### config.mk
export PLATFORM = sky130hd
export DESIGN_NAME = rc4_stream_cipher_top_flat
export DESIGN_NICKNAME = d
export VERILOG_FILES = /design/src/rtl/core/rc4_pkg.sv /design/src/rtl/core/rc4_if.sv /design/src/rtl/core/rc4_ram.sv /design/src/rtl/core/rc4_useq.sv /design/src/rtl/core/rc4_dpath.sv /design/src/rtl/core/rc4_stream_cipher_top.sv /design/src/flat_wrapper.sv
export SDC_FILE = /design/constraint.sdc
export NUM_CORES = 2
export LEC_CHECK = 0
export BUFFER_PORTS_ARGS = -buffer_cell sky130_fd_sc_hd__buf_4
export CORE_MARGIN = 5
export CORE_UTILIZATION = 35
export DETAILED_ROUTE_END_ITERATION = 10
export SYNTH_ARGS = -nofsm -noshare
export SYNTH_HDL_FRONTEND = slang
export SYNTH_SLANG_ARGS = --single-unit
### constraint.sdc
create_clock -name clk -period 18.4 [get_ports clk]
set_clock_uncertainty 0.1 [all_clocks]
set_input_delay 1.84 -clock clk [delete_from_list [all_inputs] [get_ports clk]]
set_output_delay 1.84 -clock clk [all_outputs]
set_load 0.03 [all_outputs]
### src/rtl/core/rc4_pkg.sv
// Package for the RC4 stream cipher: field widths, microcode encodings,
// control and status structs and the microcode program ROM.
// Depends on nothing; the interfaces, sequencer, datapath and top level import it.
`default_nettype none

package rc4_pkg;

  localparam int BYTE_W   = 8;
  localparam int KLEN_W   = 9;
  localparam int SBOX_DEPTH = 256;
  localparam int PC_W     = 4;

  localparam logic [KLEN_W-1:0] KLEN_RESET = 9'd16;

  // Request types carried in req_type.
  localparam logic REQ_KEY  = 1'b0;
  localparam logic REQ_DATA = 1'b1;

  // Microcode step addresses.
  localparam logic [PC_W-1:0] ST_IDLE = 4'd0;
  localparam logic [PC_W-1:0] ST_P1   = 4'd1;
  localparam logic [PC_W-1:0] ST_P2   = 4'd2;
  localparam logic [PC_W-1:0] ST_P3   = 4'd3;
  localparam logic [PC_W-1:0] ST_I0   = 4'd4;
  localparam logic [PC_W-1:0] ST_I1   = 4'd5;
  localparam logic [PC_W-1:0] ST_K0   = 4'd6;
  localparam logic [PC_W-1:0] ST_K1   = 4'd7;
  localparam logic [PC_W-1:0] ST_K2   = 4'd8;
  localparam logic [PC_W-1:0] ST_K3   = 4'd9;
  localparam logic [PC_W-1:0] ST_K4   = 4'd10;

  // S-box read address source.
  typedef enum logic [1:0] {
    SRA_CTR,
    SRA_CTR_NEXT,
    SRA_JSUM,
    SRA_T
  } sra_sel_t;

  // S-box write address source.
  typedef enum logic {
    SWA_CTR,
    SWA_J
  } swa_sel_t;

  // S-box write data source.
  typedef enum logic [1:0] {
    SWD_CTR,
    SWD_RDATA,
    SWD_A
  } swd_sel_t;

  // Sequencing of the step counter.
  typedef enum logic [2:0] {
    JC_NEXT,
    JC_GOTO,
    JC_LOOP,
    JC_SCHED,
    JC_DISPATCH
  } jc_t;

  typedef struct packed {
    sra_sel_t        sra;
    logic            s_re;
    logic            s_we;
    swa_sel_t        swa;
    swd_sel_t        swd;
    logic            k_re;
    logic            k_key;
    logic            ld_a;
    logic            ld_b;
    logic            ld_j;
    logic            j_clr;
    logic            ctr_inc;
    logic            k_adv;
    logic            k_clr;
    logic            out_ld;
    jc_t             jc;
    logic [PC_W-1:0] target;
  } ucw_t;

  typedef struct packed {
    ucw_t uc;
    logic adv;
  } dp_ctrl_t;

  typedef struct packed {
    logic ctr_last;
    logic out_busy;
  } dp_stat_t;

  // The program. Counter ctr doubles as index i; a step that stalls
  // repeats with all its enables held off.
  function automatic ucw_t ucode_rom(input logic [PC_W-1:0] pc);
    ucw_t w;
    w = '0;
    unique case (pc)
      ST_IDLE: begin
        // Prefetch S[i+1] so that an accepted data word skips a step.
        w.s_re = 1'b1;
        w.sra  = SRA_CTR_NEXT;
        w.jc   = JC_DISPATCH;
      end
      ST_P1: begin
        w.ld_a = 1'b1;
        w.ld_j = 1'b1;
        w.s_re = 1'b1;
        w.sra  = SRA_JSUM;
      end
      ST_P2: begin
        w.ld_b = 1'b1;
        w.s_we = 1'b1;
        w.swa  = SWA_CTR;
        w.swd  = SWD_RDATA;
        w.s_re = 1'b1;
        w.sra  = SRA_T;
      end
      ST_P3: begin
        w.s_we   = 1'b1;
        w.swa    = SWA_J;
        w.swd    = SWD_A;
        w.out_ld = 1'b1;
        w.jc     = JC_GOTO;
        w.target = ST_IDLE;
      end
      ST_I0: begin
        w.s_we    = 1'b1;
        w.swa     = SWA_CTR;
        w.swd     = SWD_CTR;
        w.ctr_inc = 1'b1;
        w.jc      = JC_LOOP;
        w.target  = ST_I0;
      end
      ST_I1: begin
        w.j_clr  = 1'b1;
        w.k_clr  = 1'b1;
        w.jc     = JC_SCHED;
        w.target = ST_IDLE;
      end
      ST_K0: begin
        w.s_re = 1'b1;
        w.sra  = SRA_CTR;
        w.k_re = 1'b1;
      end
      ST_K1: begin
        w.ld_a  = 1'b1;
        w.ld_j  = 1'b1;
        w.k_key = 1'b1;
        w.s_re  = 1'b1;
        w.sra   = SRA_JSUM;
      end
      ST_K2: begin
        w.s_we = 1'b1;
        w.swa  = SWA_CTR;
        w.swd  = SWD_RDATA;
      end
      ST_K3: begin
        w.s_we    = 1'b1;
        w.swa     = SWA_J;
        w.swd     = SWD_A;
        w.ctr_inc = 1'b1;
        w.k_adv   = 1'b1;
        w.jc      = JC_LOOP;
        w.target  = ST_K0;
      end
      ST_K4: begin
        w.j_clr   = 1'b1;
        w.s_re    = 1'b1;
        w.sra     = SRA_CTR_NEXT;
        w.ctr_inc = 1'b1;
        w.jc      = JC_GOTO;
        w.target  = ST_P1;
      end
      default: begin
        w.jc     = JC_GOTO;
        w.target = ST_IDLE;
      end
    endcase
    return w;
  endfunction

endpackage

`default_nettype wire

### src/rtl/core/rc4_if.sv
// Valid/ready channel interfaces for the RC4 block: request words in,
// result words out. Depends on rc4_pkg for the field widths.
`default_nettype none

interface rc4_req_if;
  import rc4_pkg::*;
  logic              valid;
  logic              ready;
  logic              req_type;
  logic [BYTE_W-1:0] key_index;
  logic [BYTE_W-1:0] value;
  logic              restart;
  modport source (output valid, req_type, key_index, value, restart, input ready);
  modport sink   (input valid, req_type, key_index, value, restart, output ready);
endinterface

interface rc4_res_if;
  import rc4_pkg::*;
  logic              valid;
  logic              ready;
  logic [BYTE_W-1:0] out_byte;
  modport source (output valid, out_byte, input ready);
  modport sink   (input valid, out_byte, output ready);
endinterface

`default_nettype wire

### src/rtl/core/rc4_ram.sv
// Generic simple dual-port RAM: one write port, one read port with a
// registered, enabled read (old data on a same-cycle collision). No dependencies.
`default_nettype none

module rc4_ram #(
  parameter int WIDTH = 8,
  parameter int DEPTH = 256,
  localparam int AW = (DEPTH > 1) ? $clog2(DEPTH) : 1
) (
  input  logic             clk,
  input  logic             we,
  input  logic [AW-1:0]    waddr,
  input  logic [WIDTH-1:0] wdata,
  input  logic             re,
  input  logic [AW-1:0]    raddr,
  output logic [WIDTH-1:0] rdata
);

  logic [WIDTH-1:0] mem [DEPTH];

  always_ff @(posedge clk) begin
    if (we) begin
      mem[waddr] <= wdata;
    end
    if (re) begin
      rdata <= mem[raddr];
    end
  end

endmodule

`default_nettype wire

### src/rtl/core/rc4_useq.sv
// Microcode sequencer: step counter, ROM lookup and jump logic.
// Depends on rc4_pkg for the program and the control structs.
`default_nettype none

module rc4_useq (
  input  logic              clk,
  input  logic              rst,
  input  logic              acc_data,
  input  logic              restart,
  input  rc4_pkg::dp_stat_t stat,
  output rc4_pkg::dp_ctrl_t ctrl,
  output logic              idle
);
  import rc4_pkg::*;

  logic [PC_W-1:0] pc;
  logic [PC_W-1:0] pc_next;
  logic            sched;
  logic            stall;
  ucw_t            uc;

  assign uc    = ucode_rom(pc);
  assign stall = uc.out_ld && stat.out_busy;
  assign idle  = (pc == ST_IDLE);

  always_comb begin
    ctrl.uc  = uc;
    ctrl.adv = !stall;
  end

  always_comb begin
    unique case (uc.jc)
      JC_NEXT:     pc_next = pc + 4'd1;
      JC_GOTO:     pc_next = uc.target;
      JC_LOOP:     pc_next = stat.ctr_last ? (pc + 4'd1) : uc.target;
      JC_SCHED:    pc_next = sched ? (pc + 4'd1) : uc.target;
      JC_DISPATCH: pc_next = acc_data ? (restart ? ST_I0 : ST_P1) : pc;
      default:     pc_next = ST_IDLE;
    endcase
  end

  // After reset the initialisation pass runs with sched clear and ends in idle.
  always_ff @(posedge clk) begin
    if (rst) begin
      pc    <= ST_I0;
      sched <= 1'b0;
    end else begin
      if (!stall) begin
        pc <= pc_next;
      end
      if (acc_data) begin
        sched <= restart;
      end
    end
  end

  a_dispatch_plain: assert property (@(posedge clk) disable iff (rst)
    acc_data && !restart |=> pc == ST_P1)
    else $error("data word without restart did not start keystream steps");

  a_dispatch_restart: assert property (@(posedge clk) disable iff (rst)
    acc_data && restart |=> pc == ST_I0 && sched)
    else $error("restart word did not start the key schedule");

  a_pc_bound: assert property (@(posedge clk) disable iff (rst)
    pc <= ST_K4)
    else $error("step counter left the program");

endmodule

`default_nettype wire

### src/rtl/core/rc4_dpath.sv
// Datapath: S-box and key store RAMs, indices, key position, swap registers
// and the output register. Depends on rc4_pkg and rc4_ram.
`default_nettype none

module rc4_dpath #(
  parameter int KEY_DEPTH = 256
) (
  input  logic                        clk,
  input  logic                        rst,
  input  rc4_pkg::dp_ctrl_t           ctrl,
  output rc4_pkg::dp_stat_t           stat,
  input  logic                        acc_key,
  input  logic                        acc_data,
  input  logic [rc4_pkg::BYTE_W-1:0]  key_index,
  input  logic [rc4_pkg::BYTE_W-1:0]  value,
  input  logic                        restart,
  input  logic                        cfg_we,
  input  logic [rc4_pkg::KLEN_W-1:0]  cfg_wdata,
  output logic                        out_valid,
  input  logic                        out_ready,
  output logic [rc4_pkg::BYTE_W-1:0]  out_byte
);
  import rc4_pkg::*;

  localparam int KAW = (KEY_DEPTH > 1) ? $clog2(KEY_DEPTH) : 1;
  localparam logic [KLEN_W-1:0] KDEPTH_L = KLEN_W'(KEY_DEPTH);

  ucw_t              uc;
  logic              adv;

  logic [BYTE_W-1:0] ctr;
  logic [BYTE_W-1:0] jreg;
  logic [BYTE_W-1:0] a;
  logic [BYTE_W-1:0] b;
  logic [BYTE_W-1:0] val;
  logic [KAW-1:0]    kpos;
  logic [KLEN_W-1:0] key_length;
  logic [KLEN_W-1:0] klen_eff;
  logic [KLEN_W-1:0] kpos_p1;

  logic              s_we;
  logic              s_re;
  logic [BYTE_W-1:0] s_waddr;
  logic [BYTE_W-1:0] s_wdata;
  logic [BYTE_W-1:0] s_raddr;
  logic [BYTE_W-1:0] s_rdata;
  logic              k_we;
  logic              k_re;
  logic [BYTE_W-1:0] k_rdata;

  logic [BYTE_W-1:0] jsum;
  logic [BYTE_W-1:0] tsum_rd;
  logic [BYTE_W-1:0] tsum;
  logic [BYTE_W-1:0] ks;

  assign uc  = ctrl.uc;
  assign adv = ctrl.adv;

  always_comb begin
    jsum    = jreg + s_rdata + (uc.k_key ? k_rdata : '0);
    tsum_rd = a + s_rdata;
    tsum    = a + b;
    case (uc.sra)
      SRA_CTR:      s_raddr = ctr;
      SRA_CTR_NEXT: s_raddr = ctr + 8'd1;
      SRA_JSUM:     s_raddr = jsum;
      SRA_T:        s_raddr = tsum_rd;
    endcase
    s_waddr = (uc.swa == SWA_J) ? jreg : ctr;
    case (uc.swd)
      SWD_CTR:   s_wdata = ctr;
      SWD_RDATA: s_wdata = s_rdata;
      SWD_A:     s_wdata = a;
      default:   s_wdata = ctr;
    endcase
    s_we = uc.s_we && adv;
    s_re = uc.s_re && adv;
    k_re = uc.k_re && adv;
    k_we = acc_key && ({1'b0, key_index} < KDEPTH_L);
    // The keystream read was issued before the swap reached the RAM.
    if (tsum == jreg) begin
      ks = a;
    end else if (tsum == ctr) begin
      ks = b;
    end else begin
      ks = s_rdata;
    end
  end

  always_comb begin
    if (key_length == '0) begin
      klen_eff = 9'd1;
    end else if (key_length > KDEPTH_L) begin
      klen_eff = KDEPTH_L;
    end else begin
      klen_eff = key_length;
    end
    kpos_p1 = KLEN_W'(kpos) + 9'd1;
  end

  rc4_ram #(.WIDTH(BYTE_W), .DEPTH(SBOX_DEPTH)) u_sbox (
    .clk   (clk),
    .we    (s_we),
    .waddr (s_waddr),
    .wdata (s_wdata),
    .re    (s_re),
    .raddr (s_raddr),
    .rdata (s_rdata)
  );

  rc4_ram #(.WIDTH(BYTE_W), .DEPTH(KEY_DEPTH)) u_key (
    .clk   (clk),
    .we    (k_we),
    .waddr (key_index[KAW-1:0]),
    .wdata (value),
    .re    (k_re),
    .raddr (kpos),
    .rdata (k_rdata)
  );

  always_ff @(posedge clk) begin
    if (rst) begin
      ctr        <= '0;
      jreg       <= '0;
      kpos       <= '0;
      key_length <= KLEN_RESET;
      out_valid  <= 1'b0;
    end else begin
      if (cfg_we) begin
        key_length <= cfg_wdata;
      end
      if (acc_data && restart) begin
        ctr <= '0;
      end else if (acc_data || (uc.ctr_inc && adv)) begin
        ctr <= ctr + 8'd1;
      end
      if (uc.j_clr && adv) begin
        jreg <= '0;
      end else if (uc.ld_j && adv) begin
        jreg <= jsum;
      end
      if (uc.k_clr && adv) begin
        kpos <= '0;
      end else if (uc.k_adv && adv) begin
        kpos <= (kpos_p1 >= klen_eff) ? '0 : kpos_p1[KAW-1:0];
      end
      if (uc.out_ld && adv) begin
        out_valid <= 1'b1;
      end else if (out_ready) begin
        out_valid <= 1'b0;
      end
    end
  end

  always_ff @(posedge clk) begin
    if (uc.ld_a && adv) begin
      a <= s_rdata;
    end
    if (uc.ld_b && adv) begin
      b <= s_rdata;
    end
    if (acc_data) begin
      val <= value;
    end
    if (uc.out_ld && adv) begin
      out_byte <= val ^ ks;
    end
  end

  always_comb begin
    stat.ctr_last = (ctr == 8'hFF);
    stat.out_busy = out_valid && !out_ready;
  end

  a_kpos_range: assert property (@(posedge clk) disable iff (rst)
    k_re |-> KLEN_W'(kpos) < klen_eff)
    else $error("key position outside the configured key length");

  a_out_set: assert property (@(posedge clk) disable iff (rst)
    uc.out_ld && adv |=> out_valid)
    else $error("result word lost at output register load");

  a_restart_ctr: assert property (@(posedge clk) disable iff (rst)
    acc_data && restart |=> ctr == '0)
    else $error("index not cleared for the initialisation pass");

endmodule

`default_nettype wire

### src/rtl/core/rc4_stream_cipher_top.sv
// Top level of the RC4 stream cipher: request and result channels, the
// key length register port and the sequencer/datapath pair. Depends on
// rc4_pkg, rc4_if, rc4_ram, rc4_useq and rc4_dpath.
//
// The block takes request words on req and returns one result word on res
// for every data word; key-load words (req_type low) write value into the
// key store at key_index and give no result, and indices at or beyond
// KEY_DEPTH are dropped. A data word XORs value with the next keystream
// byte. A data word with restart set first rebuilds the S-box from the key
// store, using key_length bytes cyclically (zero counts as one, values above
// KEY_DEPTH as KEY_DEPTH), and clears i and j. Every key byte the schedule
// uses must have been loaded since reset. A data word runs through the
// chain of dependent accesses to the S-box RAM (one read and one write
// port): fetch S[i], fetch S[j], swap, fetch the keystream byte. A restart
// word first runs the identity fill and then the key schedule. After reset
// the block runs an identity fill of the S-box with req.ready low. The
// result sits in an output register, so the next word is accepted while it
// waits; the block stalls only when a new result is ready and the old one
// has not yet been taken. key_length is written through cfg_we/cfg_wdata
// and must only change while the block is idle.
`default_nettype none

module rc4_stream_cipher_top #(
  parameter int KEY_DEPTH = 256
) (
  input  logic                       clk,
  input  logic                       rst,
  input  logic                       cfg_we,
  input  logic [rc4_pkg::KLEN_W-1:0] cfg_wdata,
  rc4_req_if.sink                    req,
  rc4_res_if.source                  res
);
  import rc4_pkg::*;

  dp_ctrl_t ctrl;
  dp_stat_t stat;
  logic     idle;
  logic     acc;
  logic     acc_key;
  logic     acc_data;

  // Words are taken only while the sequencer sits in its idle step.
  assign req.ready = idle;
  assign acc       = req.valid && req.ready;
  assign acc_key   = acc && (req.req_type == REQ_KEY);
  assign acc_data  = acc && (req.req_type == REQ_DATA);

  rc4_useq u_useq (
    .clk      (clk),
    .rst      (rst),
    .acc_data (acc_data),
    .restart  (req.restart),
    .stat     (stat),
    .ctrl     (ctrl),
    .idle     (idle)
  );

  rc4_dpath #(.KEY_DEPTH(KEY_DEPTH)) u_dpath (
    .clk       (clk),
    .rst       (rst),
    .ctrl      (ctrl),
    .stat      (stat),
    .acc_key   (acc_key),
    .acc_data  (acc_data),
    .key_index (req.key_index),
    .value     (req.value),
    .restart   (req.restart),
    .cfg_we    (cfg_we),
    .cfg_wdata (cfg_wdata),
    .out_valid (res.valid),
    .out_ready (res.ready),
    .out_byte  (res.out_byte)
  );

endmodule

`default_nettype wire

### src/flat_wrapper.sv
// flat-port wrapper written by rule: the top's interface ports become plain ports
module rc4_stream_cipher_top_flat import rc4_pkg::*;
#(
  parameter int KEY_DEPTH = 256
)
  (clk, rst, cfg_we, cfg_wdata, req_valid, req_req_type, req_key_index, req_value, req_restart, req_ready, res_valid, res_out_byte, res_ready);
  rc4_req_if req_i ();
  rc4_res_if res_i ();
  input  logic clk;
  input  logic rst;
  input  logic cfg_we;
  input  logic [rc4_pkg::KLEN_W-1:0] cfg_wdata;
  input wire logic [$bits(req_i.valid)-1:0] req_valid;
  input wire logic [$bits(req_i.req_type)-1:0] req_req_type;
  input wire logic [$bits(req_i.key_index)-1:0] req_key_index;
  input wire logic [$bits(req_i.value)-1:0] req_value;
  input wire logic [$bits(req_i.restart)-1:0] req_restart;
  output wire logic [$bits(req_i.ready)-1:0] req_ready;
  output wire logic [$bits(res_i.valid)-1:0] res_valid;
  output wire logic [$bits(res_i.out_byte)-1:0] res_out_byte;
  input wire logic [$bits(res_i.ready)-1:0] res_ready;
  assign req_i.valid = req_valid;
  assign req_i.req_type = req_req_type;
  assign req_i.key_index = req_key_index;
  assign req_i.value = req_value;
  assign req_i.restart = req_restart;
  assign req_ready = req_i.ready;
  assign res_valid = res_i.valid;
  assign res_out_byte = res_i.out_byte;
  assign res_i.ready = res_ready;
  rc4_stream_cipher_top #(.KEY_DEPTH(KEY_DEPTH)) u_core (.clk(clk), .rst(rst), .cfg_we(cfg_we), .cfg_wdata(cfg_wdata), .req(req_i), .res(res_i));
endmodule
==> flow_summary_export.csv <==
group,metric,value,unit
clock_network,cts_sinks,4183,
route,via_per_inst,5.61,
pwr,cellLeakagePower,58.0,nW
clock_network,cts_setup_buffers,0,
clock_network,h-tree-depth,5,
sta,max_freq,0.114,GHz
setup_path,cp_data_required_time,19.13,ns
route,drc_errors,0,
clock_network,cts_resized,0,
placement,hpwl,264,mm
route,first_iter_violations,12100,
clock_network,ctsHoldBuffers,0,
yosys,synth_area_per_cell,16.8,um2
sta,fin_crit,8.79,ns
clock_network,path_clk_slew,0.07,ns
die,ios,42,
global_route,grt_pass1_wl,648,mm
setup_path,crit_type,"reg -> reg",
sta,max-slew-margin-rel,10.2,%
global_route,grt_max_degree,181,
placement,pre_cts_ws,9.83,ns
die,chipWidth,700,um
finish,drive_above_1_share,15.2,%
die,coreArea,475000,um2
yosys,ys_types,74,
flow_run,maxCapViolations,0,
yosys,seq_area_frac_synth,75.2,%
yosys,yosysWarnings,0,
setup_path,worstPathArrival,9.52,ns
setup_path,startpoint_type,"flop",
clock_network,cts_tree,"done",
sta,finalMaxSlewViolations,0,
sta,setup_viol,0,
yosys,syn-num-nets,9962,
run_status,status,"completed",
clock_network,numCtsBuffers,399,
route,totalWireLength,448,mm
global_route,antenna_found_initial,25,
finish,syn_to_final_growth,11.9,%
yosys,synthesis.instances,9883,
setup_path,worstPathMaxFanout,174,
route,firstDrtPassIters,6,
yosys,ys_ff_latch,4183,
sta,hold_viol,0,
route,vias,92200,
die,start_util,35.1,%
setup_path,regToRegStartpoint,"u_core.u_useq.pc[2]",
clock_network,insertion_delay,1.01,ns
yosys,syn_area,167000,um2
yosys,synth_edf_count,4144,
pwr,power,0.0194,W
placement,port_buffers,41,
pwr,worst_ir_drop_vdd,89.9,uV
pwr,power.density,104,nW/um2
clock_network,clock-root-buffer,"clkbuf_16",
sta,rsz0062_at_grt,"false",
sta,worst_slack,9.61,ns
clock_network,clock_path_buffers,4,
setup_path,cp-startpoint,"u_core.u_useq.pc[2]",
placement,place.gp.congestion,0.865,
sta,final.period_utilization,47.8,%
die,die_h,700,um
sta,holdWs,0.380,ns
finish,finalNetCount,9923,
setup_path,endpoint_kind,"flop",
global_route,grt_pass1_vias,90600,
route,post_drt_wl_per_cell,27.2,um
min_path,hold_path.class,"reg -> reg",
sta,fin_setup_tns,0,ns
finish,fin_area,186000,um2
yosys,synthFlopType,"edfxtp_1",
min_path,hp-start,"u_core.u_useq.sched",
die,rows,253,
yosys,async_reset_ff_share,0,%
global_route,grt_remaining_overflow,0,
die,die_area,490000,um2
global_route,grtUsageTotal,17.7,%
sta,worst_slew_pin_slew,1.34,ns
route,ant_nets,0,
placement,placed_area,174000,um2
worst paths after layout:
kind,endpoint,slack (ns),cells after the start
setup reg to reg,u_core.u_dpath.u_sbox.rdata[0],9.61,18
hold reg to reg,u_core.u_useq.sched,0.38,2
setup / recovery,u_core.u_dpath.u_sbox.rdata[0],9.61,18
hold / removal,u_core.u_useq.sched,0.38,2
logic make-up after synthesis:
logic type / share of synthesized area [%]
compound gates: 4.11
simple gates: 8.16
fa+ha+maj: 0.398
flops: 75.2
buf+inv: 1.80
mux: 10.0
xor+xnor: 0.310
power breakdown:
group	internal, W	switching, W	total [W]
Clock	0.00457	0.00357	0.00814
Combinational	0.000178	0.000598	0.000775
Sequential	0.0104	0.00000493	0.0105
cells in the final DEF (no fill, tap or decap), types with 84 or more instances in the layout:
cell type and count:
clkinv_1 98, nand3_1 471, buf_4 187, a211oi_1 162, clkbuf_1 84, nor2_1 585
and3_1 276, mux4_2 689, clkbuf_16 402, a311oi_1 201, edfxtp_1 4144, nand2_1 1692
mux2i_1 99, a31oi_1 171
routing by layer:
metal / routed length, um / global-route usage (%) / vias up
li1: - / - / 38800
met5: 80 / 0 / -
met4: 16200 / 5.84 / 12
met1: 181000 / 24.4 / 48100
met3: 39700 / 3.48 / 802
met2: 211000 / 28.1 / 4525
flip-flops by register name (all words and copies together) (netlist names):
signal / cells
u_core.u_dpath.jreg: 8
u_core.u_dpath.u_key.mem: 2048
u_core.u_useq.sched: 1
u_core.u_dpath.u_sbox.mem: 2048
u_core.u_dpath.ctr: 8
u_core.u_dpath.a: 8
u_core.u_dpath.out_byte: 8
u_core.u_dpath.out_valid: 1
u_core.u_dpath.u_key.rdata: 8
u_core.u_dpath.u_sbox.rdata: 8
u_core.u_useq.pc: 4
u_core.u_dpath.key_length: 9
u_core.u_dpath.b: 8
u_core.u_dpath.val: 8
u_core.u_dpath.kpos: 8
worst max-delay path, cell delays in order, from the launching register on:
cell and delay [ns]:
dfxtp_1 0.86, inv_1 0.31, nor2_1 0.49, nand2_1 0.14, fa_1 0.55, a211o_4 0.52, buf_4 0.67, and2_4 0.70
buf_12 0.70, buf_4 0.75, buf_4 0.71, nand2_1 0.17, and3_1 0.23, a311oi_1 0.31, a31oi_1 0.07, a2111oi_0 0.58
buf_4 0.23, a31oi_1 0.08, a31oi_1 0.16
area by class of cell:
type | instances | area (um2)
inverters | 40 | 150
clock inverters | 247 | 2370
fillers | 42400 | 288000
multi-input cells | 5012 | 38600
clock buffers | 487 | 10400
flip-flops and latches | 4183 | 125000
repair buffers | 208 | 1770
well taps | 6247 | 7820
diodes | 18 | 45.0
synth_stat cells, drive strengths merged (59+ instances only):
library cell | instances | area share (%)
a311oi | 203 | 1.1
buf | 315 | 0.96
mux2i | 100 | 0.61
nor2 | 591 | 1.3
o21ai | 81 | 0.25
clkbuf | 333 | 0.75
nand2 | 1704 | 3.8
nand3 | 472 | 1.4
mux4 | 689 | 9.3
a211oi | 162 | 0.73
edfxtp | 4144 | 75
and3 | 277 | 1.0
a21oi | 59 | 0.18
a31oi | 172 | 0.65
per-stage QoR:
stage,util (%),cells
2_1_floorplan,-,9883
3_3_place_gp,36.6,15700
3_5_place_dp,36.6,15700
4_1_cts,39.3,16400
5_1_grt,39.3,16400
6_report,39.3,16400
(Power assumes the default switching activity.)
